<file path="src/rtl/core/tgfa_pkg.sv">
package tgfa_pkg;

   localparam int KEY_W   = 64;
   localparam int BYTE_W  = 8;
   localparam int FANOUT  = 256;
   localparam int LVL_W   = 3;
   localparam int VAL_W   = 13;
   localparam int CNT_W   = 13;
   localparam int EPOCH_W = 8;
   localparam int GRP_W   = 12;
   localparam int STAT_W  = 2;
   localparam int KB_W    = 4;
   localparam int TB_W    = 16;
   localparam int MB_W    = 32;
   localparam int NODE_SHIFT = 11;
   localparam int GC_W    = CNT_W + TB_W;
   localparam int NEED_W  = MB_W + 1;
   localparam int PADDR_W = 4;
   localparam int PDATA_W = 32;
   localparam int IDX_W   = 2;

   localparam int DEF_MAX_KEY_BYTES = 8;
   localparam int DEF_MAX_NODES     = 256;
   localparam int DEF_MAX_GROUPS    = 4096;

   localparam logic [KB_W-1:0] KEY_BYTES_RST   = 4'd8;
   localparam logic [TB_W-1:0] TUPLE_BYTES_RST = 16'd8;
   localparam logic [MB_W-1:0] MEM_BYTES_RST   = 32'd1048576;

   localparam logic [IDX_W-1:0] REG_KEY_BYTES   = 2'd0;
   localparam logic [IDX_W-1:0] REG_TUPLE_BYTES = 2'd1;
   localparam logic [IDX_W-1:0] REG_MEM_BYTES   = 2'd2;

   localparam logic [STAT_W-1:0] STATUS_FULL  = 2'd0;
   localparam logic [STAT_W-1:0] STATUS_FOUND = 2'd1;
   localparam logic [STAT_W-1:0] STATUS_ADDED = 2'd2;

   typedef enum logic [2:0] {
      ST_CLEAR,
      ST_IDLE,
      ST_WALK,
      ST_CHECK,
      ST_ALLOC
   } state_type;

   typedef struct packed {
      logic [KB_W-1:0] key_bytes;
      logic [TB_W-1:0] tuple_bytes;
      logic [MB_W-1:0] mem_bytes;
      logic            flush;
   } cfg_type;

   function automatic logic [BYTE_W-1:0] key_byte(input logic [KEY_W-1:0] key,
                                                  input logic [LVL_W-1:0] lvl);
      return key[{lvl, 3'b000} +: BYTE_W];
   endfunction

endpackage

</file>
<file path="src/rtl/core/tgfa_csr.sv">
module tgfa_csr (
   input  logic                          clock,
   input  logic                          reset,
   input  logic                          psel,
   input  logic                          penable,
   input  logic                          pwrite,
   input  logic [tgfa_pkg::PADDR_W-1:0]  paddr,
   input  logic [tgfa_pkg::PDATA_W-1:0]  pwdata,
   output logic [tgfa_pkg::PDATA_W-1:0]  prdata,
   output logic                          pready,
   output tgfa_pkg::cfg_type             cfg
);
   import tgfa_pkg::*;

   logic [KB_W-1:0]  key_bytes_ff, key_bytes_in;
   logic [TB_W-1:0]  tuple_bytes_ff, tuple_bytes_in;
   logic [MB_W-1:0]  mem_bytes_ff, mem_bytes_in;
   logic             wr;
   logic [IDX_W-1:0] idx;

   assign wr     = psel & penable & pwrite;
   assign idx    = paddr[IDX_W+1:2];
   assign pready = 1'b1;

   always_comb begin
      key_bytes_in   = key_bytes_ff;
      tuple_bytes_in = tuple_bytes_ff;
      mem_bytes_in   = mem_bytes_ff;
      if (wr) begin
         case (idx)
            REG_KEY_BYTES:   key_bytes_in   = pwdata[KB_W-1:0];
            REG_TUPLE_BYTES: tuple_bytes_in = pwdata[TB_W-1:0];
            REG_MEM_BYTES:   mem_bytes_in   = pwdata[MB_W-1:0];
            default: ;
         endcase
      end
   end

   always_ff @(posedge clock) begin
      if (reset) begin
         key_bytes_ff   <= KEY_BYTES_RST;
         tuple_bytes_ff <= TUPLE_BYTES_RST;
         mem_bytes_ff   <= MEM_BYTES_RST;
      end else begin
         key_bytes_ff   <= key_bytes_in;
         tuple_bytes_ff <= tuple_bytes_in;
         mem_bytes_ff   <= mem_bytes_in;
      end
   end

   always_comb begin
      case (idx)
         REG_KEY_BYTES:   prdata = PDATA_W'(key_bytes_ff);
         REG_TUPLE_BYTES: prdata = PDATA_W'(tuple_bytes_ff);
         REG_MEM_BYTES:   prdata = PDATA_W'(mem_bytes_ff);
         default:         prdata = '0;
      endcase
   end

   assign cfg.key_bytes   = key_bytes_ff;
   assign cfg.tuple_bytes = tuple_bytes_ff;
   assign cfg.mem_bytes   = mem_bytes_ff;
   assign cfg.flush       = wr && (idx == REG_KEY_BYTES);

endmodule

</file>
<file path="config.mk">
export PLATFORM = sky130hd
export DESIGN_NAME = tgfa_csr
export DESIGN_NICKNAME = d
export VERILOG_FILES = /design/src/rtl/core/tgfa_pkg.sv /design/src/rtl/core/tgfa_csr.sv
export SDC_FILE = /design/constraint.sdc
export NUM_CORES = 1
export LEC_CHECK = 0
export BUFFER_PORTS_ARGS = -buffer_cell sky130_fd_sc_hd__buf_2
export CAP_MARGIN = 20
export CORE_MARGIN = 2
export CORE_UTILIZATION = 51
export CTS_BUF_LIST = sky130_fd_sc_hd__clkbuf_2
export DETAILED_ROUTE_END_ITERATION = 8
export PLACE_DENSITY = 0.93
export REMOVE_ABC_BUFFERS = 1
export SLEW_MARGIN = 25
export SYNTH_ARGS = -nofsm -noshare
export SYNTH_HDL_FRONTEND = slang
export SYNTH_SLANG_ARGS = --single-unit
</file>
<file path="constraint.sdc">
create_clock -name clock -period 3.4 [get_ports clock]
set_input_delay 1.02 -clock clock [delete_from_list [all_inputs] [get_ports clock]]
set_output_delay 1.02 -clock clock [all_outputs]
set_load 0.1 [all_outputs]
</file>
# Word-level counts from Yosys, hierarchy flattened
# Cells that the tools add are included.
# word_totals
ff_bits	52
inputBits	41
output_inout_bits	86
elab_cells	13
# classes
eq_ne	2
muxes	1
bitwise_logic	2
n_reduce_logical	5
# ops
op	count
case mux 32 bit (3 select lines)	1
AND reduction 2 bit	3
bitwise AND 1 bit	2
equality test 2 x 1 -> 1 bit, second input constant	1
equality test 2 bit, second input constant	1
zero test 2 bit	1
logical AND 1 bit	1

# Longest topological paths before layout
# Gate-level depths: netlist of run 1.
# depth
word_depth	3
depth_mapped	6
depth_no_buf	3

# Least setup slack after synthesis of run 1
# OpenSTA, ideal clock, no wires.
# synth_path
kind	input port to output port
start	in paddr[2] (netlist name)
end	out prdata[0] (netlist name)
arrival_time_ns	3.437
required_time_ns	2.380
path_slack_ns	-1.057
stages	3
n_path_buf	1
path_cell_list	buf_4 > mux2i_1 > o21ai_0
# synth_via
elab_chain_len	2
elab_cells_between_ends	4
classes_between	eq/ne: 2; mux: 1; reduce/logical: 1
# synth_rtl
item	line_no	source
start, declared	tgfa_csr.sv:7	input logic [tgfa_pkg::PADDR_W-1:0] paddr,
equality test 2 bit, or another cell as far along	tgfa_csr.sv:52	case (idx)
case mux 32 bit (3 select lines) (*)	tgfa_csr.sv:52	
end, declared	tgfa_csr.sv:9	output logic [tgfa_pkg::PDATA_W-1:0] prdata,
# Mark *: on every way between the ends. The rest lies on a longest branch, timed or not.

# Worst setup path in the final report of run 1
# layout_path
start	in paddr[3] (netlist name)
end	out prdata[0] (netlist name)
# The elaborated chain is that of the path after synthesis.

==> qor.csv, run 1 <==
metric,value,unit
status,completed,
first-pass GRT wire length,10180,um
power density cells,288.1,nW/um2
worst r2r dst,tuple_bytes_ff[15],
Ys Warns,0,
Ports,127,
total grt overflow,0,
period utilization,91.30,%
worst-skew pair later-pin latency,410,ps
register area share after synthesis,40.55,%
grt met3 use,4.150,%
number of global-route vias before repair,2233,
clock skew,0,ps
via count,2203,
H-tree levels,2,
Core Region,4786,um2
max_cap viols,0,
critical path class,input pin to output pin,
DRC,0,
CP endpoint kind,output pin,
max-slew violations,0,
Tightest Pin Transition,573.3,ps
CTS Sinks,52,
Layout Nets,416,
# hold bufs at CTS,0,
setup TNS,0,ps
CTS Buffer Depth,2,
clk root buf,clkbuf_2,
mapped cell area,2567,um2
DR vias/cell,4.973,
Most Crowded Layer GR,met2,
post-cts repair resize count,0,
Highest Clock Rate,322.1,MHz
DRT iter0 DRCs,75,
dominant cells by area after synthesis,"dfxtp_1 41%, mux2i_1 22%, nand2b_1 20%, a22o_1 4.1%, and2_1 3.9%",
DR WL/cell,14.32,um
DR pass1 iterations,4,
RSZ-0062 raised after global routing,no,
Antenna Violating Nets Remaining,0,
gpl congestion,0.7647,
area grow syn2layout,44.93,%
LEAKAGE,1.733,nW
post-synth top area share,40.55,%
Worst R2R Path Depth,2,
largest net degree at the start of global routing,86,
port bufs,123,
antenna violations before repair,0,
endpoints failing hold,0,
post-synth cell types,20,
Slew headroom,61.78,%
"wirelength, routed",6345,um
syn_area_per_cell,9.837,um2
type of the most critical hold path,flip-flop to flip-flop,
Global Route Usage Sum,23.54,%
"FF+latch count, synth",52,
num rows,25,
Reg2Reg Setup Slack,2700,ps
post-DP HPWL,4796,um
clock-pin slew on the worst setup and hold paths,220,ps
largest area contributor in the netlist,dfxtp_1,
CP cell instances,buf_2 > nor2b_4 > buf_4 > nand2_1 > o21ai_0 > buf_12,
worst path required time,2380,ps
Max VDD drop,0.1876,mV
multi-input logic area,1383,um2
Crit Path Max Fanout,25,
met1 GRT Util,27.85,%
Initial Utilization,53.65,%
die span in x,74.95,um
# setup viols final,0,
CP Launch Type,input pin,
Setup Buffers After CTS,0,
Synth Instances,261,
total CTS buffers,5,
worst stage delay on the critical path,270,ps
ANT cells,0,
met2 Usage GRT,42.79,%
min Tclk post-route,3104,ps
final hold slack,503.6,ps
Die Y,74.95,um
Hold Path End,mem_bytes_ff[31],
r2r startpoint,tuple_bytes_ff[15],
critical path arrival,2080,ps
Critical-path top delay cell,buf_4,
total die area,5618,um2
TritonCTS clock tree,done,
HP Start,mem_bytes_ff[31],
layout cells sized above 1,36.44,%
fill count,324,
hold path cells,2,
sequential cell area,1041,um2
Tot Pwr,1.072,mW
-- worst max path at each step --
stage	from	to	slack, ps	cells past startpoint
2_1_floorplan	paddr[2]	prdata[0]	-890	2
3_3_place_gp	paddr[3]	prdata[3]	340	6
3_5_place_dp	paddr[3]	prdata[1]	280	6
4_1_cts	paddr[3]	prdata[1]	290	6
5_1_grt	paddr[3]	prdata[1]	180	6
6_report	paddr[3]	prdata[0]	300	6
-- cells in the final DEF, fill, tap and decap left out --
cell type  count
nor2_1         5
nand2b_1      82
nor2b_4        1
clkbuf_2       7
and2b_1        2
buf_12        34
buf_4          6
inv_1          1
dfxtp_1       52
conb_1         1
clkinv_1       1
buf_2         89
and2_1        16
a22o_1        12
nand3_1        1
mux2i_1       56
o21ai_0        4
nor2b_1        1
or3_1          1
nand2_1        4
-- sequential cells by signal, summed over array words and instances (netlist names) --
register	cells
mem_bytes_ff	32
key_bytes_ff	4
tuple_bytes_ff	16
-- Yosys cell counts --
library cell   n
and2b_1        2
o21ai_0        4
nor2b_4        1
nor2b_1        1
conb_1         1
buf_2          5
dfxtp_1       52
or3_1          1
nor2_1         5
inv_1          1
nand3_1        1
buf_4          3
nand2_1        4
clkbuf_1      11
and2_1        16
a22o_1        12
mux2i_1       56
buf_12         2
buf_6          1
nand2b_1      82
-- where the power goes --
part	internal, mW	leakage (nW)	switching (mW)
Combinational	0.0695	1.28	0.144
Clock	0.0550	0.0306	0.178
Sequential	0.619	0.420	0.00609
-- routing by layer --
metal | vias to the layer above | part of all wire [%]
met4 | 0 | 1.9
met5 | - | 0
li1 | 1082 | -
met1 | 1032 | 41
met3 | 11 | 5.4
met2 | 78 | 52
-- cell families after synthesis --
logic type	count (synthesis)	share of synthesized area, %
and+or+nand+nor	113	27.00
muxes	56	21.83
DFF	52	40.55
buffers and inverters	23	5.604
AOI/OAI and AO/OA	16	4.873
other	1	0.1461
-- per-stage QoR --
step	area (um2)	std cells	util, %	setup slack, ps
3_3_place_gp	3680	435	76.89	338.8
2_1_floorplan	2427	239	-	-890.7
5_1_grt	3721	443	77.75	183.0
4_1_cts	3719	443	77.70	291.5
6_report	3721	443	77.75	295.8
3_5_place_dp	3680	435	76.89	284.0
-- layout make-up --
class | count | area share [%]
Multi-Input combinational cell | 186 | 37.16
Timing Repair Buffer | 129 | 31.47
Sequential cell | 52 | 27.98
Inverter | 1 | 0.1009
Clock inverter | 1 | 0.1009
Clock buffer | 7 | 0.9415
Tap cell | 67 | 2.253
-- critical path, delay by kind of cell --
family	cells	cell delay [ps]
simple gates	2	240
buf+inv	3	650
compound gates	1	170
Power figures use the tool's default switching activity.
==> run 2, diff against run 1 <==
ABC_AREA = 1   (was not set)
CORE_MARGIN = 5   (was 2)
clock period = 3.6 ns   (was 3.4 ns; I/O delays follow)
==> run 2 against run 1 <==
Synthesized cell count rose by 58%; sequential share of layout area rose by 1.8 points; sequential power fell by 4.2%; critical path type unchanged.
==> qor.csv, run 2 <==
metric,value,unit,change
CP bufs+invs,3,,unchanged
post-synth top area share,41.01,%,was 40.55%
critical path arrival,2150,ps,was 2080 ps
Tightest Pin Transition,916.0,ps,was 573.3 ps
syn_area_per_cell,6.147,um2,was 9.837 um2
largest net degree at the start of global routing,50,,was 86
port bufs,123,,unchanged
ANT cells,0,,unchanged
"commonest non-fill, non-tap cells in the layout","116 x nor2_1, 106 x buf_2, 103 x nand2_1",,"was 89 x buf_2, 82 x nand2b_1, 56 x mux2i_1"
post-cts repair resize count,0,,unchanged
"wirelength, routed",7035,um,was 6345 um
Global Route Usage Sum,21.73,%,was 23.54%
Core Region,4786,um2,unchanged
DRC,0,,unchanged
clk root buf,clkbuf_2,,unchanged
clock skew,0,ps,unchanged
antenna violations before repair,0,,unchanged
setup TNS,0,ps,unchanged
post-route insts no fill,597,,was 443
Ports,127,,unchanged
most common flop cell mapped by yosys,dfxtp_1,,unchanged
register area share after synthesis,41.01,%,was 40.55%
most common cell in the synthesized netlist,nor2_1,,was nand2b_1
Tot Pwr,1.112,mW,was 1.072 mW
Top delay family on crit path,buffers and inverters,,unchanged
max-slew violations,0,,unchanged
# hold bufs at CTS,0,,unchanged
"Async S/R FF share, synth",0,%,unchanged
"FF+latch count, synth",52,,unchanged
Largest register FFs,32,,unchanged
period utilization,89.71,%,
total CTS buffers,5,,unchanged
Setup Buffers After CTS,0,,unchanged
clock-pin slew on the worst setup and hold paths,240,ps,was 220 ps
CP Launch Type,input pin,,unchanged
cell mode on critical path,buf_2,,
first-pass GRT wire length,11390,um,was 10180 um
worst path required time,2520,ps,was 2380 ps
TritonCTS clock tree,done,,unchanged
Antenna Violating Nets Remaining,0,,unchanged
CTS Buffer Depth,2,,unchanged
placed insts,588,,was 435
power density cells,317.8,nW/um2,was 288.1 nW/um2
Max VDD drop,0.1639,mV,was 0.1876 mV
status,completed,,unchanged
CTS Sinks,52,,unchanged
via count,2784,,was 2203
Critical-path top delay cell,buf_2,,was buf_4
gpl congestion,0.7997,,was 0.7647
Initial Utilization,53.05,%,was 53.65%
Die Y,80.56,um,was 74.95 um
post-synth cell types,15,,was 20
min Tclk post-route,3230,ps,
area grow syn2layout,37.85,%,was 44.93%
critical path class,input pin to output pin,,unchanged
Highest Clock Rate,309.6,MHz,
DR pass1 iterations,4,,unchanged
worst-skew pair later-pin latency,400,ps,was 410 ps
num rows,25,,unchanged
DR WL/cell,11.78,um,was 14.32 um
Ys Warns,0,,unchanged
"top cells by count, synth","119 x nor2_1, 103 x nand2_1, 57 x nand3_1",,"was 82 x nand2b_1, 56 x mux2i_1, 52 x dfxtp_1"
H-tree levels,2,,unchanged
"commonest non-fill, non-tap cell in the layout",nor2_1,,was buf_2
Top reg by flops,mem_bytes_ff,,unchanged
endpoints failing hold,0,,unchanged
dominant cells by area after synthesis,"dfxtp_1 41%, nor2_1 18%, nand2_1 15%, nand3_1 11%, inv_1 7.2%",,"was dfxtp_1 41%, mux2i_1 22%, nand2b_1 20%, a22o_1 4.1%, and2_1 3.9%"
mapped cell area,2539,um2,was 2567 um2
total die area,6489,um2,was 5618 um2
Synth Instances,413,,was 261
post-DP HPWL,5126,um,was 4796 um
CP endpoint kind,output pin,,unchanged
DRT iter0 DRCs,130,,was 75
worst stage delay on the critical path,450,ps,was 270 ps
max_cap viols,0,,unchanged
die span in x,80.56,um,was 74.95 um
Regs by FF count,"mem_bytes_ff: 32 flops, tuple_bytes_ff: 16 flops, key_bytes_ff: 4 flops",,unchanged
number of global-route vias before repair,2565,,was 2233
Layout Nets,570,,was 416
Crit Path Max Fanout,18,,was 25
# setup viols final,0,,unchanged
LEAKAGE,1.855,nW,was 1.733 nW
"EDFF count, synth",0,,unchanged
RSZ-0062 raised after global routing,no,,unchanged
largest area contributor in the netlist,dfxtp_1,,unchanged
type of the most critical hold path,flip-flop to flip-flop,,unchanged
Slew headroom,38.56,%,was 61.78%
CP cell instances,buf_2 > inv_2 > nand2_2 > nor2_1 > buf_2,,was buf_2 > nor2b_4 > buf_4 > nand2_1 > o21ai_0 > buf_12
total grt overflow,0,,unchanged
DR vias/cell,4.663,,was 4.973
layout cells sized above 1,27.74,%,was 36.44%
-- run 2: changes by cell type after synthesis, moves of 12 or more --
cell	previous run	this run
nand2_1	4	103
a22o_1	12	0
and2_1	16	0
nand2b_1	82	0
nand3_1	1	57
inv_1	1	49
nor2_1	5	119
mux2i_1	56	0
-- run 2: logic make-up after synthesis --
| logic type | synth area share (%) |
|---|---|
| and+or+nand+nor | 45.19 |
| buffers and inverters | 13.06 |
| DFF | 41.01 |
| AOI/OAI and AO/OA | 0.5913 |
| other | 0.1477 |
-- run 2: where the power goes --
| part | switching, mW | total (mW) | internal [mW] |
|---|---|---|---|
| clock | 0.174 | 0.222 | 0.0485 |
| combinational | 0.221 | 0.291 | 0.0698 |
| sequential | 0.00926 | 0.599 | 0.590 |
| total | 0.404 | 1.11 | 0.708 |
-- run 2: layer usage --
| layer | global-route usage [%] | part of all wire [%] |
|---|---|---|
| met1 | 23.98 | 42 |
| met2 | 40.40 | 47 |
| met3 | 7.063 | 10 |
| met4 | 4.223 | 0.34 |
| met5 | 0 | 0 |
-- run 2: worst register-to-register path: stages, from the launching register on --
cell     delay, ps
dfxtp_1        410
nor2_1          60
nor2_1         140
-- run 2: layout make-up --
type | instances | area, um2
clock buffer | 6 | 30.03
clock inverter | 2 | 11.26
fill | 399 | 1286
inverter | 51 | 191.4
multi-input combinational | 286 | 1184
sequential | 52 | 1041
tap | 67 | 83.83
timing repair buffer | 133 | 958.4
-- run 2: metrics by stage --
stage	cell area (um2)	worst slack [ps]	hold WS (ps)	utilization, %
finish	3500	370.3	512.7	73.12
global route	3500	287.0	540.6	73.12
CTS	3480	361.2	512.2	72.71
detailed placement	3438	359.8	485.9	71.84
global placement	3438	420.2	481.8	71.84
floorplan	2399	-908.4	927.5	-
-- run 2: final timing paths --
path                    startpoint                to  slack, ps  cells after the start
setup reg to reg  mem_bytes_ff[27]  mem_bytes_ff[27]       2940                      2
hold / removal    mem_bytes_ff[21]  mem_bytes_ff[21]        510                      2
setup / recovery          paddr[2]        prdata[17]        370                      5
hold reg to reg   mem_bytes_ff[21]  mem_bytes_ff[21]        510                      2
==> run 3, diff against run 2 <==
ABC_CLOCK_PERIOD_IN_PS = 3700   (was not set)
CORE_UTILIZATION = 47   (was 51)
PLACE_DENSITY = 0.87   (was 0.93)
clock period = 3.7 ns   (was 3.6 ns; I/O delays follow)
==> run 3 against run 2 <==
Clock-buffer cell count grew 1; total power is 2.1% lower; non-clock buffer count stayed put; largest cell class unchanged; worst setup slack gained 49 ps; global-route usage is 0.73 points lower; register-to-register slack improved by 100 ps; critical path depth is the same; clock power hardly changed; first-iteration DRC count decreased by 22%; design area grew 0.25%.
==> qor.csv, run 3 (synthesis gave the netlist of run 2 again) <==
metric,value,unit,change
status,completed,,unchanged
LEAKAGE,1.862,nW,was 1.855 nW
worst stage delay on the critical path,450,ps,about the same
Tightest Pin Transition,862.0,ps,was 916.0 ps
Largest register FFs,32,,unchanged
post-DP HPWL,5260,um,was 5126 um
antenna violations before repair,0,,unchanged
Antenna Violating Nets Remaining,0,,unchanged
DR vias/cell,4.747,,was 4.663
endpoints failing hold,0,,unchanged
die span in x,83.50,um,was 80.56 um
critical path arrival,2170,ps,was 2150 ps
CTS Sinks,52,,unchanged
placed insts,591,,was 588
Global Route Usage Sum,21.00,%,was 21.73%
# setup viols final,0,,unchanged
Setup Buffers After CTS,0,,unchanged
CP cell instances,buf_2 > inv_2 > nand2_2 > nor2_1 > buf_2,,unchanged
DR WL/cell,12.20,um,was 11.78 um
post-place instance area,3442,um2,was 3438 um2
"commonest non-fill, non-tap cells in the layout","116 x nor2_1, 106 x buf_2, 103 x nand2_1",,unchanged
worst-skew pair later-pin latency,430,ps,was 400 ps
cell mode on critical path,buf_2,,unchanged
post-route cell area,3508,um2,was 3500 um2
DR pass1 iterations,4,,unchanged
Ports,127,,unchanged
Core Region,5172,um2,was 4786 um2
CP Launch Type,input pin,,unchanged
Tot Pwr,1.089,mW,was 1.112 mW
min Tclk post-route,3281,ps,
r2r startpoint,mem_bytes_ff[9],,was mem_bytes_ff[27]
max-slew violations,0,,unchanged
# hold bufs at CTS,0,,unchanged
Highest Clock Rate,304.8,MHz,
num rows,26,,was 25
Top reg by flops,mem_bytes_ff,,unchanged
total grt overflow,0,,unchanged
DRT iter0 DRCs,102,,was 130
Initial Utilization,49.08,%,was 53.05%
first-pass GRT wire length,12370,um,was 11390 um
DRC,0,,unchanged
largest net degree at the start of global routing,50,,unchanged
type of the most critical hold path,flip-flop to flip-flop,,unchanged
H-tree levels,2,,unchanged
area grow syn2layout,38.20,%,was 37.85%
port bufs,123,,unchanged
ANT cells,0,,unchanged
Reg2Reg Setup Slack,3040,ps,was 2940 ps
"wirelength, routed",7318,um,was 7035 um
Die Y,83.50,um,was 80.56 um
CTS Buffer Depth,2,,unchanged
total CTS buffers,5,,unchanged
CP endpoint kind,output pin,,unchanged
Slew headroom,42.18,%,was 38.56%
period utilization,88.68,%,
worst path required time,2590,ps,was 2520 ps
total die area,6971,um2,was 6489 um2
TritonCTS clock tree,done,,unchanged
Critical path origin,paddr[2],,unchanged
post-route insts no fill,600,,was 597
crit path capture,prdata[20],,was prdata[17]
power density cells,310.3,nW/um2,was 317.8 nW/um2
max_cap viols,0,,unchanged
post-cts repair resize count,0,,unchanged
Crit Path Max Fanout,18,,unchanged
Final Util,67.83,%,was 73.12%
Layout Nets,570,,unchanged
number of global-route vias before repair,2778,,was 2565
Regs by FF count,"mem_bytes_ff: 32 flops, tuple_bytes_ff: 16 flops, key_bytes_ff: 4 flops",,unchanged
Max VDD drop,0.2095,mV,was 0.1639 mV
Worst R2R Path Depth,2,,unchanged
critical path class,input pin to output pin,,unchanged
setup TNS,0,ps,unchanged
clock-pin slew on the worst setup and hold paths,240,ps,about the same
worst r2r dst,mem_bytes_ff[9],,was mem_bytes_ff[27]
clk root buf,clkbuf_2,,unchanged
layout cells sized above 1,27.74,%,unchanged
via count,2848,,was 2784
Critical-path top delay cell,buf_2,,unchanged
fill count,455,,was 399
clock skew,0,ps,unchanged
RSZ-0062 raised after global routing,no,,unchanged
"commonest non-fill, non-tap cell in the layout",nor2_1,,unchanged
gpl congestion,0.8274,,was 0.7997
run 3: cell count changes in the layout (fill, tap and decap cells not counted), sizes merged:
| cell | previous run | this run |
|---|---|---|
| clkbuf | 6 | 7 |
| clkinvlp | 1 | 0 |
run 3: layout make-up:
cell class | instances | area [um2] | area share [%]
flip-flops and latches | 52 | 1041 | 29.67
repair buffers | 133 | 965.9 | 27.53
well taps | 70 | 87.58 | 2.496
multi-input cells | 286 | 1184 | 33.74
clock buffers | 7 | 35.03 | 0.9986
inverters | 51 | 191.4 | 5.457
clock inverters | 1 | 3.754 | 0.1070
run 3: how the worst min path moves through the flow:
stage | startpoint | endpoint | cells after the start
after floorplan | tuple_bytes_ff[10] | tuple_bytes_ff[10] | 2
after global placement | mem_bytes_ff[20] | mem_bytes_ff[20] | 2
after detailed placement | tuple_bytes_ff[3] | tuple_bytes_ff[3] | 2
after CTS | tuple_bytes_ff[3] | tuple_bytes_ff[3] | 2
after global routing | tuple_bytes_ff[7] | tuple_bytes_ff[7] | 2
final | tuple_bytes_ff[3] | tuple_bytes_ff[3] | 2
run 3: power by group:
group | internal (mW) | leakage, nW | switching [mW]
Sequential | 0.574 | 0.421 | 0.00899
Clock | 0.0505 | 0.0306 | 0.170
Combinational | 0.0684 | 1.41 | 0.216
Total | 0.693 | 1.86 | 0.396
run 3: layer usage:
metal,wire [um],GRT usage [%],vias to the layer above
li1,-,-,1461
met4,121,6.871,0
met1,2960,22.88,1259
met2,3622,39.36,115
met3,613,5.331,13
met5,0,0,-
run 3: critical path, delay by kind of cell:
| family | cells | cell delay [ps] |
|---|---|---|
| buffers and inverters | 3 | 660 |
| AND/OR/NAND/NOR | 2 | 390 |
run 3: through the flow:
step	setup slack (ps)	hold WS (ps)
after floorplan	-868.5	927.5
after global placement	481.4	481.6
after detailed placement	432.9	486.0
after CTS	429.7	512.7
after global routing	351.7	541.2
final	418.9	510.7
