$ cat config.mk
export PLATFORM = sky130hd
export DESIGN_NAME = tgfa_walk
export DESIGN_NICKNAME = d
export VERILOG_FILES = /design/src/rtl/core/tgfa_pkg.sv /design/src/rtl/core/tgfa_walk.sv
export SDC_FILE = /design/constraint.sdc
export NUM_CORES = 1
export LEC_CHECK = 0
export BUFFER_PORTS_ARGS = -buffer_cell sky130_fd_sc_hd__buf_4
export CORE_ASPECT_RATIO = 1.25
export CORE_MARGIN = 3
export CORE_UTILIZATION = 40
export DETAILED_ROUTE_END_ITERATION = 10
export GPL_ROUTABILITY_DRIVEN = 0
export HOLD_SLACK_MARGIN = 0.03
export SLEW_MARGIN = 20
export SYNTH_ARGS = -nofsm -noshare
export SYNTH_HDL_FRONTEND = slang
export SYNTH_SLANG_ARGS = --single-unit
$ cat constraint.sdc
create_clock -name clock -period 18.87 [get_ports clock]
set_input_delay 0.9435 -clock clock [delete_from_list [all_inputs] [get_ports clock]]
set_output_delay 0.9435 -clock clock [all_outputs]
set_load 0.05 [all_outputs]
$ cat src/rtl/core/tgfa_pkg.sv
package tgfa_pkg;

   localparam int KEY_W   = 64;
   localparam int BYTE_W  = 8;
   localparam int FANOUT  = 256;
   localparam int LVL_W   = 3;
   localparam int VAL_W   = 13;
   localparam int CNT_W   = 13;
   localparam int EPOCH_W = 8;
   localparam int GRP_W   = 12;
   localparam int STAT_W  = 2;
   localparam int KB_W    = 4;
   localparam int TB_W    = 16;
   localparam int MB_W    = 32;
   localparam int NODE_SHIFT = 11;
   localparam int GC_W    = CNT_W + TB_W;
   localparam int NEED_W  = MB_W + 1;
   localparam int PADDR_W = 4;
   localparam int PDATA_W = 32;
   localparam int IDX_W   = 2;

   localparam int DEF_MAX_KEY_BYTES = 8;
   localparam int DEF_MAX_NODES     = 256;
   localparam int DEF_MAX_GROUPS    = 4096;

   localparam logic [KB_W-1:0] KEY_BYTES_RST   = 4'd8;
   localparam logic [TB_W-1:0] TUPLE_BYTES_RST = 16'd8;
   localparam logic [MB_W-1:0] MEM_BYTES_RST   = 32'd1048576;

   localparam logic [IDX_W-1:0] REG_KEY_BYTES   = 2'd0;
   localparam logic [IDX_W-1:0] REG_TUPLE_BYTES = 2'd1;
   localparam logic [IDX_W-1:0] REG_MEM_BYTES   = 2'd2;

   localparam logic [STAT_W-1:0] STATUS_FULL  = 2'd0;
   localparam logic [STAT_W-1:0] STATUS_FOUND = 2'd1;
   localparam logic [STAT_W-1:0] STATUS_ADDED = 2'd2;

   typedef enum logic [2:0] {
      ST_CLEAR,
      ST_IDLE,
      ST_WALK,
      ST_CHECK,
      ST_ALLOC
   } state_type;

   typedef struct packed {
      logic [KB_W-1:0] key_bytes;
      logic [TB_W-1:0] tuple_bytes;
      logic [MB_W-1:0] mem_bytes;
      logic            flush;
   } cfg_type;

   function automatic logic [BYTE_W-1:0] key_byte(input logic [KEY_W-1:0] key,
                                                  input logic [LVL_W-1:0] lvl);
      return key[{lvl, 3'b000} +: BYTE_W];
   endfunction

endpackage

$ cat src/rtl/core/tgfa_walk.sv
module tgfa_walk #(
   parameter int MAX_KEY_BYTES = tgfa_pkg::DEF_MAX_KEY_BYTES,
   parameter int MAX_NODES     = tgfa_pkg::DEF_MAX_NODES,
   parameter int MAX_GROUPS    = tgfa_pkg::DEF_MAX_GROUPS,
   localparam int NODE_W       = $clog2(MAX_NODES),
   localparam int ADDR_W       = $clog2(MAX_NODES * tgfa_pkg::FANOUT),
   localparam int ENT_W        = tgfa_pkg::VAL_W + tgfa_pkg::EPOCH_W
) (
   input  logic                         clock,
   input  logic                         reset,
   input  tgfa_pkg::cfg_type            cfg,
   input  logic                         start,
   input  logic [tgfa_pkg::KEY_W-1:0]   req_key,
   output logic                         busy,
   output logic                         rsp_valid,
   output logic [tgfa_pkg::STAT_W-1:0]  rsp_status,
   output logic [tgfa_pkg::GRP_W-1:0]   rsp_group_index,
   output logic                         ram_wr_en,
   output logic [ADDR_W-1:0]            ram_wr_addr,
   output logic [ENT_W-1:0]             ram_wr_data,
   output logic [ADDR_W-1:0]            ram_rd_addr,
   input  logic [ENT_W-1:0]             ram_rd_data
);
   import tgfa_pkg::*;

   localparam int DEPTH = MAX_NODES * FANOUT;

   state_type           state_ff, state_in;
   logic [ADDR_W-1:0]   clr_addr_ff, clr_addr_in;
   logic [EPOCH_W-1:0]  epoch_ff, epoch_in;
   logic [CNT_W-1:0]    nodes_used_ff, nodes_used_in;
   logic [CNT_W-1:0]    groups_used_ff, groups_used_in;
   logic [GC_W-1:0]     group_cost_ff, group_cost_in;
   logic [KEY_W-1:0]    key_ff, key_in;
   logic [LVL_W-1:0]    last_ff, last_in;
   logic [LVL_W-1:0]    lvl_ff, lvl_in;
   logic [NODE_W-1:0]   node_ff, node_in;
   logic [LVL_W-1:0]    missing_ff, missing_in;
   logic                rsp_valid_ff, rsp_valid_in;
   logic [STAT_W-1:0]   rsp_status_ff, rsp_status_in;
   logic [GRP_W-1:0]    rsp_group_ff, rsp_group_in;

   logic [VAL_W-1:0]    entry_val;
   logic [EPOCH_W-1:0]  entry_tag;
   logic                hit;
   logic [VAL_W-1:0]    child;
   logic [NODE_W-1:0]   child_node;
   logic                at_last;
   logic [LVL_W-1:0]    depth_last;
   logic [CNT_W-1:0]    nodes_sum;
   logic [NEED_W-1:0]   need;
   logic                refuse;
   logic                wrap;

   assign entry_val  = ram_rd_data[VAL_W-1:0];
   assign entry_tag  = ram_rd_data[ENT_W-1:VAL_W];
   assign hit        = (entry_val != '0) && (entry_tag == epoch_ff);
   assign child      = entry_val - VAL_W'(1);
   assign child_node = child[NODE_W-1:0];
   assign at_last    = (lvl_ff == last_ff);
   assign wrap       = cfg.flush && (epoch_ff == '1);

   always_comb begin
      priority if (cfg.key_bytes == '0) begin
         depth_last = '0;
      end else if (cfg.key_bytes > KB_W'(MAX_KEY_BYTES)) begin
         depth_last = LVL_W'(MAX_KEY_BYTES - 1);
      end else begin
         depth_last = LVL_W'(cfg.key_bytes - KB_W'(1));
      end
   end

   // budget: nodes at 2 KiB each plus the tuple charge
   assign nodes_sum = nodes_used_ff + CNT_W'(missing_ff);
   assign need      = NEED_W'({nodes_sum, {NODE_SHIFT{1'b0}}}) + NEED_W'(group_cost_ff);
   assign refuse    = (nodes_sum > CNT_W'(MAX_NODES))
                   || (groups_used_ff >= CNT_W'(MAX_GROUPS))
                   || (need > NEED_W'(cfg.mem_bytes));

   assign group_cost_in = GC_W'(groups_used_ff + CNT_W'(1)) * GC_W'(cfg.tuple_bytes);

   always_comb begin
      state_in = state_ff;
      unique case (state_ff)
         ST_CLEAR: if (clr_addr_ff == ADDR_W'(DEPTH - 1)) state_in = ST_IDLE;
         ST_IDLE:  if (start) state_in = ST_WALK;
         ST_WALK: begin
            if (!hit) begin
               state_in = ST_CHECK;
            end else if (at_last) begin
               state_in = ST_IDLE;
            end
         end
         ST_CHECK: state_in = refuse ? ST_IDLE : ST_ALLOC;
         ST_ALLOC: if (at_last) state_in = ST_IDLE;
      endcase
      if (wrap) begin
         state_in = ST_CLEAR;
      end
   end

   always_comb begin
      ram_wr_en      = 1'b0;
      ram_wr_addr    = clr_addr_ff;
      ram_wr_data    = '0;
      ram_rd_addr    = {node_ff, key_byte(key_ff, lvl_ff)};
      clr_addr_in    = clr_addr_ff;
      epoch_in       = epoch_ff;
      nodes_used_in  = nodes_used_ff;
      groups_used_in = groups_used_ff;
      key_in         = key_ff;
      last_in        = last_ff;
      lvl_in         = lvl_ff;
      node_in        = node_ff;
      missing_in     = missing_ff;
      rsp_valid_in   = 1'b0;
      rsp_status_in  = rsp_status_ff;
      rsp_group_in   = rsp_group_ff;
      unique case (state_ff)
         ST_CLEAR: begin
            ram_wr_en   = 1'b1;
            clr_addr_in = clr_addr_ff + ADDR_W'(1);
         end
         ST_IDLE: begin
            ram_rd_addr = {NODE_W'(0), req_key[BYTE_W-1:0]};
            if (start) begin
               key_in  = req_key;
               last_in = depth_last;
               lvl_in  = '0;
               node_in = '0;
            end
         end
         ST_WALK: begin
            if (!hit) begin
               missing_in = last_ff - lvl_ff;
            end else if (at_last) begin
               rsp_valid_in  = 1'b1;
               rsp_status_in = STATUS_FOUND;
               rsp_group_in  = child[GRP_W-1:0];
            end else begin
               node_in     = child_node;
               lvl_in      = lvl_ff + LVL_W'(1);
               ram_rd_addr = {child_node, key_byte(key_ff, lvl_ff + LVL_W'(1))};
            end
         end
         ST_CHECK: begin
            if (refuse) begin
               rsp_valid_in  = 1'b1;
               rsp_status_in = STATUS_FULL;
               rsp_group_in  = '0;
            end
         end
         ST_ALLOC: begin
            ram_wr_en   = 1'b1;
            ram_wr_addr = {node_ff, key_byte(key_ff, lvl_ff)};
            if (at_last) begin
               ram_wr_data    = {epoch_ff, VAL_W'(groups_used_ff + CNT_W'(1))};
               groups_used_in = groups_used_ff + CNT_W'(1);
               rsp_valid_in   = 1'b1;
               rsp_status_in  = STATUS_ADDED;
               rsp_group_in   = groups_used_ff[GRP_W-1:0];
            end else begin
               ram_wr_data   = {epoch_ff, VAL_W'(nodes_used_ff + CNT_W'(1))};
               node_in       = nodes_used_ff[NODE_W-1:0];
               nodes_used_in = nodes_used_ff + CNT_W'(1);
               lvl_in        = lvl_ff + LVL_W'(1);
            end
         end
      endcase
      // new key length: stale entries die with the old epoch
      if (cfg.flush) begin
         nodes_used_in  = CNT_W'(1);
         groups_used_in = '0;
         epoch_in       = epoch_ff + EPOCH_W'(1);
         if (wrap) begin
            clr_addr_in = '0;
         end
      end
   end

   always_ff @(posedge clock) begin
      if (reset) begin
         state_ff       <= ST_CLEAR;
         clr_addr_ff    <= '0;
         epoch_ff       <= '0;
         nodes_used_ff  <= CNT_W'(1);
         groups_used_ff <= '0;
         rsp_valid_ff   <= 1'b0;
      end else begin
         state_ff       <= state_in;
         clr_addr_ff    <= clr_addr_in;
         epoch_ff       <= epoch_in;
         nodes_used_ff  <= nodes_used_in;
         groups_used_ff <= groups_used_in;
         rsp_valid_ff   <= rsp_valid_in;
      end
   end

   always_ff @(posedge clock) begin
      group_cost_ff <= group_cost_in;
      key_ff        <= key_in;
      last_ff       <= last_in;
      lvl_ff        <= lvl_in;
      node_ff       <= node_in;
      missing_ff    <= missing_in;
      rsp_status_ff <= rsp_status_in;
      rsp_group_ff  <= rsp_group_in;
   end

   assign busy            = (state_ff != ST_IDLE);
   assign rsp_valid       = rsp_valid_ff;
   assign rsp_status      = rsp_status_ff;
   assign rsp_group_index = rsp_group_ff;

   a_rsp_from_work: assert property (@(posedge clock) disable iff (reset)
      rsp_valid_ff |-> $past(state_ff) != ST_IDLE)
      else $error("response without a request in flight");

   a_nodes_cap: assert property (@(posedge clock) disable iff (reset)
      nodes_used_ff <= CNT_W'(MAX_NODES))
      else $error("node count beyond capacity");

   a_groups_cap: assert property (@(posedge clock) disable iff (reset)
      groups_used_ff <= CNT_W'(MAX_GROUPS))
      else $error("group count beyond capacity");

   a_flush_empties: assert property (@(posedge clock) disable iff (reset)
      cfg.flush |=> (nodes_used_ff == CNT_W'(1)) && (groups_used_ff == '0))
      else $error("key length write did not empty the table");

   a_full_zero: assert property (@(posedge clock) disable iff (reset)
      (rsp_valid_ff && rsp_status_ff == STATUS_FULL) |-> rsp_group_ff == '0)
      else $error("refused insert with nonzero group index");

endmodule

* Yosys cells after proc, flatten, opt, wreduce, memory -nomap -nowiden *
Cells that the tools add are included.

word-level totals
  bits in registers = 178
  memories kept = 0
  ROM bits = 0
  output and inout bits = 70
  word-level logic and storage cells = 111
  RAM bits = 0
  bits in latches = 0

cells by class
  eq/ne operators = 17
  add/sub/neg operators = 11
  divide/modulo/power cells = 0
  bitwise operators = 2
  muxes and demuxes = 40
  reduce and logical (&&, ||, !) cells = 20
  multipliers = 1
  shifts and indexed selects = 2
  order comparisons = 4

operators by type and width
  cell                                                                              count
  64-bit by 7-bit indexed part select with 8-bit output                             2
  16-bit two-way mux                                                                6
  12-bit two-way mux                                                                4
  12-bit case mux with 3 select lines                                               1
  30-bit by 32-bit greater-than comparator with 1-bit output                        1
  8-bit two-way mux                                                                 4
  16-bit case mux with 2 select lines                                               1
  24-bit by 29-bit adder with 30-bit output                                         1
  14-bit by 16-bit multiplier with 29-bit output                                    1
  3-bit two-way mux                                                                 9
  13-bit by 1-bit adder with 13-bit output, second input constant                   2
  8-bit case mux with 3 select lines                                                1
  21-bit two-way mux                                                                1
  16-bit by 1-bit adder with 16-bit output, second input constant                   1
  16-bit == test, second input constant                                             1
  2-bit != test, second input constant                                              8
  3-bit case mux with 5 select lines                                                1
  13-bit by 1-bit adder with 14-bit output, second input constant                   1
  13-bit by 3-bit adder with 13-bit output                                          1
  13-bit greater-or-equal comparator, second input constant                         1
  13-bit by 9-bit greater-than comparator with 1-bit output, second input constant  1
  13-bit two-way mux                                                                1
  13-bit nonzero test                                                               1
  12-bit by 1-bit subtractor with 12-bit output, second input constant              1
  27 further kinds                                                                  45

* Depth between registers and ports, before layout *
Gate-level depths: netlist of run 1.

  depth after elaboration = 6
  gate-level depth with buffers = 30
  gate-level depth less buffers = 29

* Worst setup path after synthesis of run 1 *
Ideal clock, no wire load.

  path type = reg-to-reg
  from = register groups_used_ff[1]
  to = register group_cost_ff[25]
  setup slack = 11.530 ns
  data arrival time = 7.234 ns
  library setup time = 0.106 ns
  required time = 18.764 ns
  path buffers = 1
  cell stages (with the launch flop) = 27
  cell sequence = dfxtp_1 ha_1 nand3_1 nor2_1 and3_1 and3_1 nand3_1 xnor2_1 clkbuf_1 nand2_1 fa_1 fa_1 inv_1 fa_1 fa_1 fa_1 inv_1 fa_1 inv_1 ha_1 o21a_1 o21ai_0 a21oi_1 and3_1 a221oi_1 o21ai_0 o311ai_0

between the ends
  word-level cells in the longest chain between the ends = 2

RTL lines
  element                                         line              text
  from (decl)                                     tgfa_walk.sv:32   logic [CNT_W-1:0] groups_used_ff, groups_used_in;
  from (signal assigned)                          tgfa_walk.sv:194  groups_used_ff <= groups_used_in;
  13-bit by 1-bit adder with 14-bit output        tgfa_walk.sv:80   assign group_cost_in = GC_W'(groups_used_ff + CNT_W'(1)) * GC_W'(cfg.tuple_bytes);
  14-bit by 16-bit multiplier with 29-bit output  tgfa_walk.sv:80
  net group_cost_in[25]                           tgfa_walk.sv:33   logic [GC_W-1:0] group_cost_ff, group_cost_in;
  to (signal assigned)                            tgfa_walk.sv:200  group_cost_ff <= group_cost_in;
  to (decl)                                       tgfa_walk.sv:33

The timed path passes the listed nets, and every way through them passes these cells.
A chain may end at the register's enable or synchronous reset.

* Final worst setup path of run 1 *
  from = register groups_used_ff[0]
  to = register group_cost_ff[25]

Same word-level chain as after synthesis.

==> impl_metrics.toml, run 1 <==
[synth]
synth_cell_types = 66
syn_area_um2 = 17500
ys_ff_latch = 178
syn_avg_cell_area_um2 = 9.326
yosys_warnings = 0
syn_inst = 1877
synth_ff_type = "edfxtp_1"
synth-async-reset-ratio_pct = 0
syn-num-nets = 2330
yosysSeqAreaShare_pct = 25.79
synth_edf_count = 95

[clock_tree]
clkTransAtPathRegs_ns = 0.07
cts_made_buffers = 17
cts_buffer_depth = 2
worstSkewPairLatency_ns = 0.45
cts_resized = 0
clock_tree.root_cell = "clkbuf_16"
postCtsHoldBufs = 0
cts_tree = "built"
cts_setup_buffers = 0
htree_levels = 4
cts_sinks = 178

[layout]
antenna_cells = 0
final_nets = 2494
layout_commonest_cell = "nand2_1"
final_cell_mix = "255 x nand2_1, 246 x inv_1, 226 x buf_4"
area_growth_pct = 15.37
stdcell_count = 2618
drive_gt1_share_pct = 14.91

[power]
vdd_drop_max_uv = 67.86
power_frac_clock_pct = 43.4
switching_share_pct = 23.65
p_int_w = 0.0006550
p_per_area_nw_per_um2 = 42.48
power_switching_w = 0.0002029
sequentialPowerShare_pct = 48.0
p_leak_nw = 9.366
pwr-share-comb_pct = 8.6

[floorplanning]
initial_utilization_pct = 40.54
core_um2 = 43180
die_h_um = 239.9
io_pins = 211
die_w_um = 193.1
num_rows = 85
die_area_um2 = 46320

[drt]
num_vias = 13597
drtPass1Iterations = 5
viasPerCell = 5.194
wirelength_um = 46870
drc = 0
drtIter0Drc = 546
avgRoutedWirePerCell_um = 17.90
postRouteAntennaNets = 0

[sta]
fin_setup_tns_ns = 0
relSlewSlack_pct = 31.93
post-route-period-util_pct = 46.42
min_period_ns = 8.760
slew_viol_final = 0
worst_pin_slew_ns = 1.020
rsz0062_at_grt = "no"
hold_viol_final = 0
fmax_mhz = 114.2
finalSetupViolCount = 0
clock-skew-final_ns = 0.01271

[status]
status = "finished, final reports clean"

[setup_path]
crit_path_end_kind = "flip-flop"
required_ns = 19.21
crit_path_max_fanout = 21
startpoint_type = "flip-flop"
worstPathArrival_ns = 9.10
worstSetupPathType = "flip-flop to flip-flop"

[grt]
grt_pass1_wl_um = 74460
antenna_found_initial = 0
grt_pass1_vias = 14168
overflow = 0
grt_usage_pct = 20.58
grt_max_degree = 68

[placed_design]
detailed_place_hpwl_um = 37210
numPortBuffers = 210
placedCellCount = 2587

[min_path]
hold_path_class = "flip-flop to flip-flop"

[job]
cap_violations = 0
-- power by group through the flow --
stage	combinational, W	sequential (W)	clock [W]
2_1_floorplan	0.0000338	0.000420	0
3_3_place_gp	0.0000724	0.000420	0
3_5_place_dp	0.0000737	0.000420	0
4_1_cts	0.0000740	0.000412	0.000378
5_1_grt	0.0000813	0.000412	0.000394
6_report	0.0000734	0.000412	0.000373
-- layer usage --
metal	track usage (%)	vias up	share of wire, %
li1	-	6511	-
met1	24.53	6728	40
met2	36.97	294	52
met3	3.223	64	4.3
met4	8.090	0	3.4
met5	0	-	0
-- cell families after synthesis --
group / after synthesis / share of synthesized area (%)
and+or+nand+nor: 653 / 17.72
buffers and inverters: 329 / 7.377
adders and majority gates: 313 / 29.52
AOI/OAI and AO/OA: 228 / 8.192
muxes: 43 / 4.746
xor gates and xnor gates: 133 / 6.655
DFF: 178 / 25.79
-- stage by stage --
step	power, W	setup WS (ns)	hold WS [ns]	utilization (%)	area [um2]
4_1_cts	0.0008641	10.03	0.4969	46.75	20190
2_1_floorplan	0.0004535	11.53	0.4581	-	17500
5_1_grt	0.0008876	9.424	0.5325	46.77	20190
3_3_place_gp	0.0004929	10.31	0.4711	45.34	19580
6_report	0.0008578	10.11	0.4933	46.77	20190
3_5_place_dp	0.0004942	10.06	0.4875	45.35	19580
-- worst max-delay path, cell delays in order (launching register included) --
cell,delay (ns)
dfxtp_1,0.81
nand3_1,0.32
nor4_1,0.68
and3_1,0.53
and2_1,0.38
nand2_1,0.13
fa_1,0.51
fa_1,0.54
inv_1,0.06
fa_1,0.52
fa_1,0.53
fa_1,0.55
inv_1,0.06
fa_1,0.52
inv_1,0.04
ha_1,0.35
o21a_1,0.20
o21ai_0,0.16
a21oi_1,0.12
and3_1,0.19
a221oi_1,0.71
o21ai_0,0.33
o311ai_0,0.39
-- Yosys cell counts (32+ instances only) --
cell type	instances	share of area, %
nor2_1	118	2.5
and2_1	97	3.5
fa_1	167	19
clkbuf_1	64	1.4
ha_1	145	10
nand3_1	37	1.1
o21ai_0	71	2.0
mux4_2	32	4.1
nand2_1	255	5.5
a21oi_1	61	1.7
xnor2_1	76	3.8
and3_1	33	1.2
edfxtp_1	95	16
dfxtp_1	83	9.5
xor2_1	57	2.9
inv_1	246	5.3
-- sequential cells by signal, indices dropped and copies added, names as in the netlist --
signal / cells
key_ff: 64
group_cost_ff: 29
clr_addr_ff: 16
groups_used_ff: 13
nodes_used_ff: 13
rsp_group_index: 12
epoch_ff: 8
node_ff: 8
last_ff: 3
lvl_ff: 3
missing_ff: 3
state_ff: 3
rsp_status: 2
rsp_valid: 1
-- layout make-up --
class / count / area [um2]
Fill cell: 4283 / 22980
Multi-Input combinational cell: 1370 / 11740
Sequential cell: 178 / 4514
Timing Repair Buffer: 226 / 1697
Inverter: 248 / 930.9
Tap cell: 565 / 706.9
Clock buffer: 18 / 429.2
Clock inverter: 13 / 175.2
-- worst paths after layout --
kind                          start  cells after the start                end  slack (ns)
setup reg to reg  groups_used_ff[0]                     22  group_cost_ff[25]       10.11
setup / recovery  groups_used_ff[0]                     22  group_cost_ff[25]       10.11
hold / removal      clr_addr_ff[13]                      2    clr_addr_ff[13]        0.49
hold reg to reg     clr_addr_ff[13]                      2    clr_addr_ff[13]        0.49
(Power assumes the default switching activity.)
==> run 2, diff against run 1 <==
clock period = 7.6 ns   (was 18.87 ns; I/O delays follow)
==> impl_metrics.toml, run 2 (synthesis gave the netlist of run 1 again) <==
[status]
status = "finished, final reports clean"

[floorplanning]
num_rows = 85
initial_utilization_pct = 40.54
die_w_um = 193.1
die_area_um2 = 46320
core_um2 = 43180
io_pins = 211
die_h_um = 239.9

[setup_path]
startpoint_type = "flip-flop"
crit_path_max_fanout = 16
worstPathArrival_ns = 7.60
crit_path_end_kind = "flip-flop"
r2r-end = "group_cost_ff[26]"
required_ns = 7.98
r2r_slack_ns = 0.38
worstSetupPathType = "flip-flop to flip-flop"
timing.rr.start = "groups_used_ff[1]"
reg2reg_depth = 24

[drt]
wirelength_um = 47520
drc = 0
postRouteAntennaNets = 0
drtIter0Drc = 625
viasPerCell = 5.210
num_vias = 13750
avgRoutedWirePerCell_um = 18.01
drtPass1Iterations = 7

[sta]
worst_pin_slew_ns = 1.003
postLayoutSetupSlackWorst_ns = 0.3796
fmax_mhz = 138.5
finalSetupViolCount = 0
fin_setup_tns_ns = 0
clock-skew-final_ns = 0.01082
slew_viol_final = 0
post-route-period-util_pct = 95.01
relSlewSlack_pct = 33.03
hold_viol_final = 0
min_period_ns = 7.220

[power]
p_per_area_nw_per_um2 = 104.5
p_leak_nw = 9.490
vdd_drop_max_uv = 199.6

[clock_tree]
clock_tree.root_cell = "clkbuf_16"
cts_sinks = 178
cts_made_buffers = 17
cts_buffer_depth = 2
worstSkewPairLatency_ns = 0.45
htree_levels = 4
postCtsHoldBufs = 0
clkTransAtPathRegs_ns = 0.08
cts_tree = "built"

[min_path]
holdCritStartpoint = "req_key[38]"
hold_path_class = "input pin to flip-flop"
holdPathStages = 1
holdPathEnd = "key_ff[38]"

[grt]
grt_usage_pct = 20.84
grt_pass1_vias = 14504
antenna_found_initial = 0
grt_max_degree = 68
grt_pass1_wl_um = 75330
overflow = 0

[layout]
area_growth_pct = 16.48
largestRegisters = "key_ff x64, group_cost_ff x29, clr_addr_ff x16"
antenna_cells = 0
fillers = 4259
final_cell_mix = "255 x nand2_1, 246 x inv_1, 243 x buf_4"
layout_commonest_cell = "nand2_1"
largest-register = "key_ff"
largest_reg_flops = 64
final_nets = 2514
stdcell_count = 2639
stdcell_area_um2 = 20390
drive_gt1_share_pct = 16.01

[placed_design]
detailed_place_hpwl_um = 37920
numPortBuffers = 210
place_area_um2 = 19650
placedCellCount = 2599
pre_cts_ws_ns = -0.03622

[job]
cap_violations = 0
==> run 2: cell types whose count changed in the layout (fill, tap and decap cells not counted), sizes merged <==
cell and delta:
clkinvlp +1, buf +20, inv +4, bufinv -1, clkinv -3
==> run 2: cell type report <==
cell class	instances	area (um2)	area share, %
multi-input combinational	1370	11770	57.70
sequential	178	4514	22.14
timing repair buffer	246	1858	9.113
inverter	248	930.9	4.566
tap	565	706.9	3.467
clock buffer	18	429.2	2.105
clock inverter	14	183.9	0.9021
==> run 2: worst max-delay path: stages, from the launching register on <==
cell and delay (ns):
dfxtp_1 0.40, ha_2 0.24, nand3_2 0.16, nor2_4 0.14, xor2_1 0.34, buf_4 0.32, nand2_1 0.12, fa_1 0.52
inv_1 0.05, fa_1 0.42, fa_1 0.54, inv_1 0.05, fa_1 0.46, fa_1 0.57, inv_1 0.06, fa_1 0.49
ha_1 0.27, or4_1 0.54, o32ai_1 0.26, buf_4 0.18, o21ai_1 0.12, a211oi_2 0.33, a21oi_1 0.15, a41oi_1 0.26
xnor2_1 0.15
==> run 2: where the power goes <==
part | internal, W | switching [W]
clock | 0.000503 | 0.000423
combinational | 0.0000868 | 0.0000962
sequential | 0.00102 | 0.00000544
total | 0.00161 | 0.000524
==> run 2: through the flow <==
stage	util, %	power, W	hold WS (ns)
final	47.22	0.002130	0.1022
after global routing	47.22	0.002210	0.07009
after CTS	46.94	0.002153	0.07416
after detailed placement	45.51	0.001227	0.4859
after global placement	45.49	0.001224	0.4690
after floorplan	-	0.001126	0.4581
==> run 2: routing by layer <==
| layer | up-vias | part of all wire, % | track usage (%) |
|---|---|---|---|
| li1 | 6554 | - | - |
| met1 | 6714 | 39 | 24.23 |
| met3 | 87 | 5.4 | 4.186 |
| met2 | 395 | 52 | 37.46 |
| met5 | - | 0 | 0 |
| met4 | 0 | 3.6 | 8.178 |
==> run 2: worst max path at each step <==
stage	slack, ns	end	cells past startpoint	start
final	0.38	group_cost_ff[26]	24	groups_used_ff[1]
after global routing	-0.02	group_cost_ff[26]	26	groups_used_ff[1]
after global placement	0.17	group_cost_ff[25]	24	groups_used_ff[0]
after CTS	0.1	group_cost_ff[26]	25	groups_used_ff[0]
after detailed placement	-0.04	group_cost_ff[25]	24	groups_used_ff[1]
after floorplan	0.26	group_cost_ff[25]	26	groups_used_ff[1]
==> run 2: timing repair <==
item                                    CTS  global route
setup buffers                             0             8
endpoints found under the setup margin    1             8
resized for setup                         1            12
pin swaps                                 0             3
==> run 3, diff against run 2 <==
clock period = 6.6 ns   (was 7.6 ns; I/O delays follow)
==> impl_metrics.toml, run 3 (synthesis gave the netlist of run 1 again) <==
[status]
status = "finished, final reports clean"

[layout]
area_growth_pct = 24.40
antenna_cells = 0
final_cell_mix = "290 x buf_4, 252 x nand2_1, 241 x inv_1"
largestRegisters = "key_ff x64, group_cost_ff x29, clr_addr_ff x16"
post-route-util_pct = 50.43
drive_gt1_share_pct = 20.31
largest-register = "key_ff"
fillers = 4005
largest_reg_flops = 64
layout_commonest_cell = "buf_4"
final_nets = 2621

[setup_path]
required_ns = 6.95
crit_top_cell = "fa_1"
worstSetupPathType = "flip-flop to flip-flop"
path_buf_inv = 7
worstPathArrival_ns = 6.82
slowest_delay_ns = 0.55
crit_family = "adder cells"
startpoint_type = "flip-flop"
crit_path_end_kind = "flip-flop"
slowest_stage = "or4_4"
crit_path_max_fanout = 3

[drt]
viasPerCell = 5.148
postRouteAntennaNets = 0
drtIter0Drc = 734
drtPass1Iterations = 7
num_vias = 14136
drc = 0
avgRoutedWirePerCell_um = 17.64
wirelength_um = 48430

[sta]
fmax_mhz = 154.5
min_period_ns = 6.472
clock-skew-final_ns = 0.01902
rsz0062_at_grt = "yes"
post-route-period-util_pct = 98.06
hold_slack_ns = 0.06050
postLayoutSetupSlackWorst_ns = 0.1283
finalSetupViolCount = 0
worst_pin_slew_ns = 1.093
slew_viol_final = 0
relSlewSlack_pct = 26.85
hold_viol_final = 0

[grt]
grt_pass1_vias = 15126
grt_max_degree = 56
grt_usage_pct = 21.30
antenna_found_initial = 0
overflow = 0
grt_pass1_wl_um = 76690

[placed_design]
numPortBuffers = 210
pre_cts_ws_ns = -0.1006
detailed_place_hpwl_um = 39010

[min_path]
hold_path_class = "input pin to flip-flop"

[clock_tree]
clkTransAtPathRegs_ns = 0.08
cts_buffer_depth = 2
clock_tree.root_cell = "clkbuf_16"
cts_tree = "built"
htree_levels = 4
worstSkewPairLatency_ns = 0.47
cts_made_buffers = 17
cts_sinks = 178

[floorplanning]
initial_utilization_pct = 40.54
core_um2 = 43180
io_pins = 211
num_rows = 85
die_w_um = 193.1
die_area_um2 = 46320
die_h_um = 239.9

[power]
p_leak_nw = 10.04
vdd_drop_max_uv = 276.6
power_w = 0.002508
p_per_area_nw_per_um2 = 115.2

[job]
cap_violations = 0
==> run 3: area by class of cell <==
cell class	instances	area (um2)	share of cell area, %
timing repair buffer	353	2816	12.93
inverter	248	930.9	4.275
multi-input combinational	1370	12170	55.88
clock inverter	15	200.2	0.9193
clock buffer	17	425.4	1.954
tap	565	706.9	3.246
sequential	178	4527	20.79
==> run 3: stage by stage <==
step | TNS [ns] | area [um2] | cells
after global routing | -0.4703 | 21780 | 2746
after floorplan | 0 | 17700 | 1877
final | 0 | 21780 | 2746
after CTS | 0 | 21430 | 2741
after global placement | -0.002784 | 20220 | 2652
after detailed placement | -0.4699 | 20220 | 2652
==> run 3: per-layer routing <==
layer | vias to the layer above | wire length, um | GRT usage (%)
met3 | 88 | 3216 | 5.863
met4 | 0 | 1858 | 8.419
met1 | 6927 | 17570 | 23.06
met5 | - | 0 | 0
li1 | 6765 | - | -
met2 | 356 | 25780 | 39.07
==> run 3: power breakdown <==
group	internal, W	switching (W)	total, W
Sequential	0.00117	0.00000636	0.00118
Clock	0.000610	0.000482	0.00109
Combinational	0.000125	0.000116	0.000241
Total	0.00190	0.000604	0.00251
==> run 3: final timing paths <==
kind	depth (start not counted)	slack [ns]	end	startpoint
max	25	0.13	group_cost_ff[26]	groups_used_ff[1]
min	1	0.06	key_ff[7]	req_key[7]
max reg2reg	25	0.13	group_cost_ff[26]	groups_used_ff[1]
min reg2reg	2	0.50	clr_addr_ff[13]	clr_addr_ff[13]
==> run 3: timing repair <==
item | 4_1_cts | 5_1_grt
hold buffers | 56 | 0
buffers inserted | 1 | 8
resized for setup | 4 | 67
endpoints found under the setup margin | 8 | 13
pin swaps | 6 | 59
endpoints found under the hold margin | 56 | 0
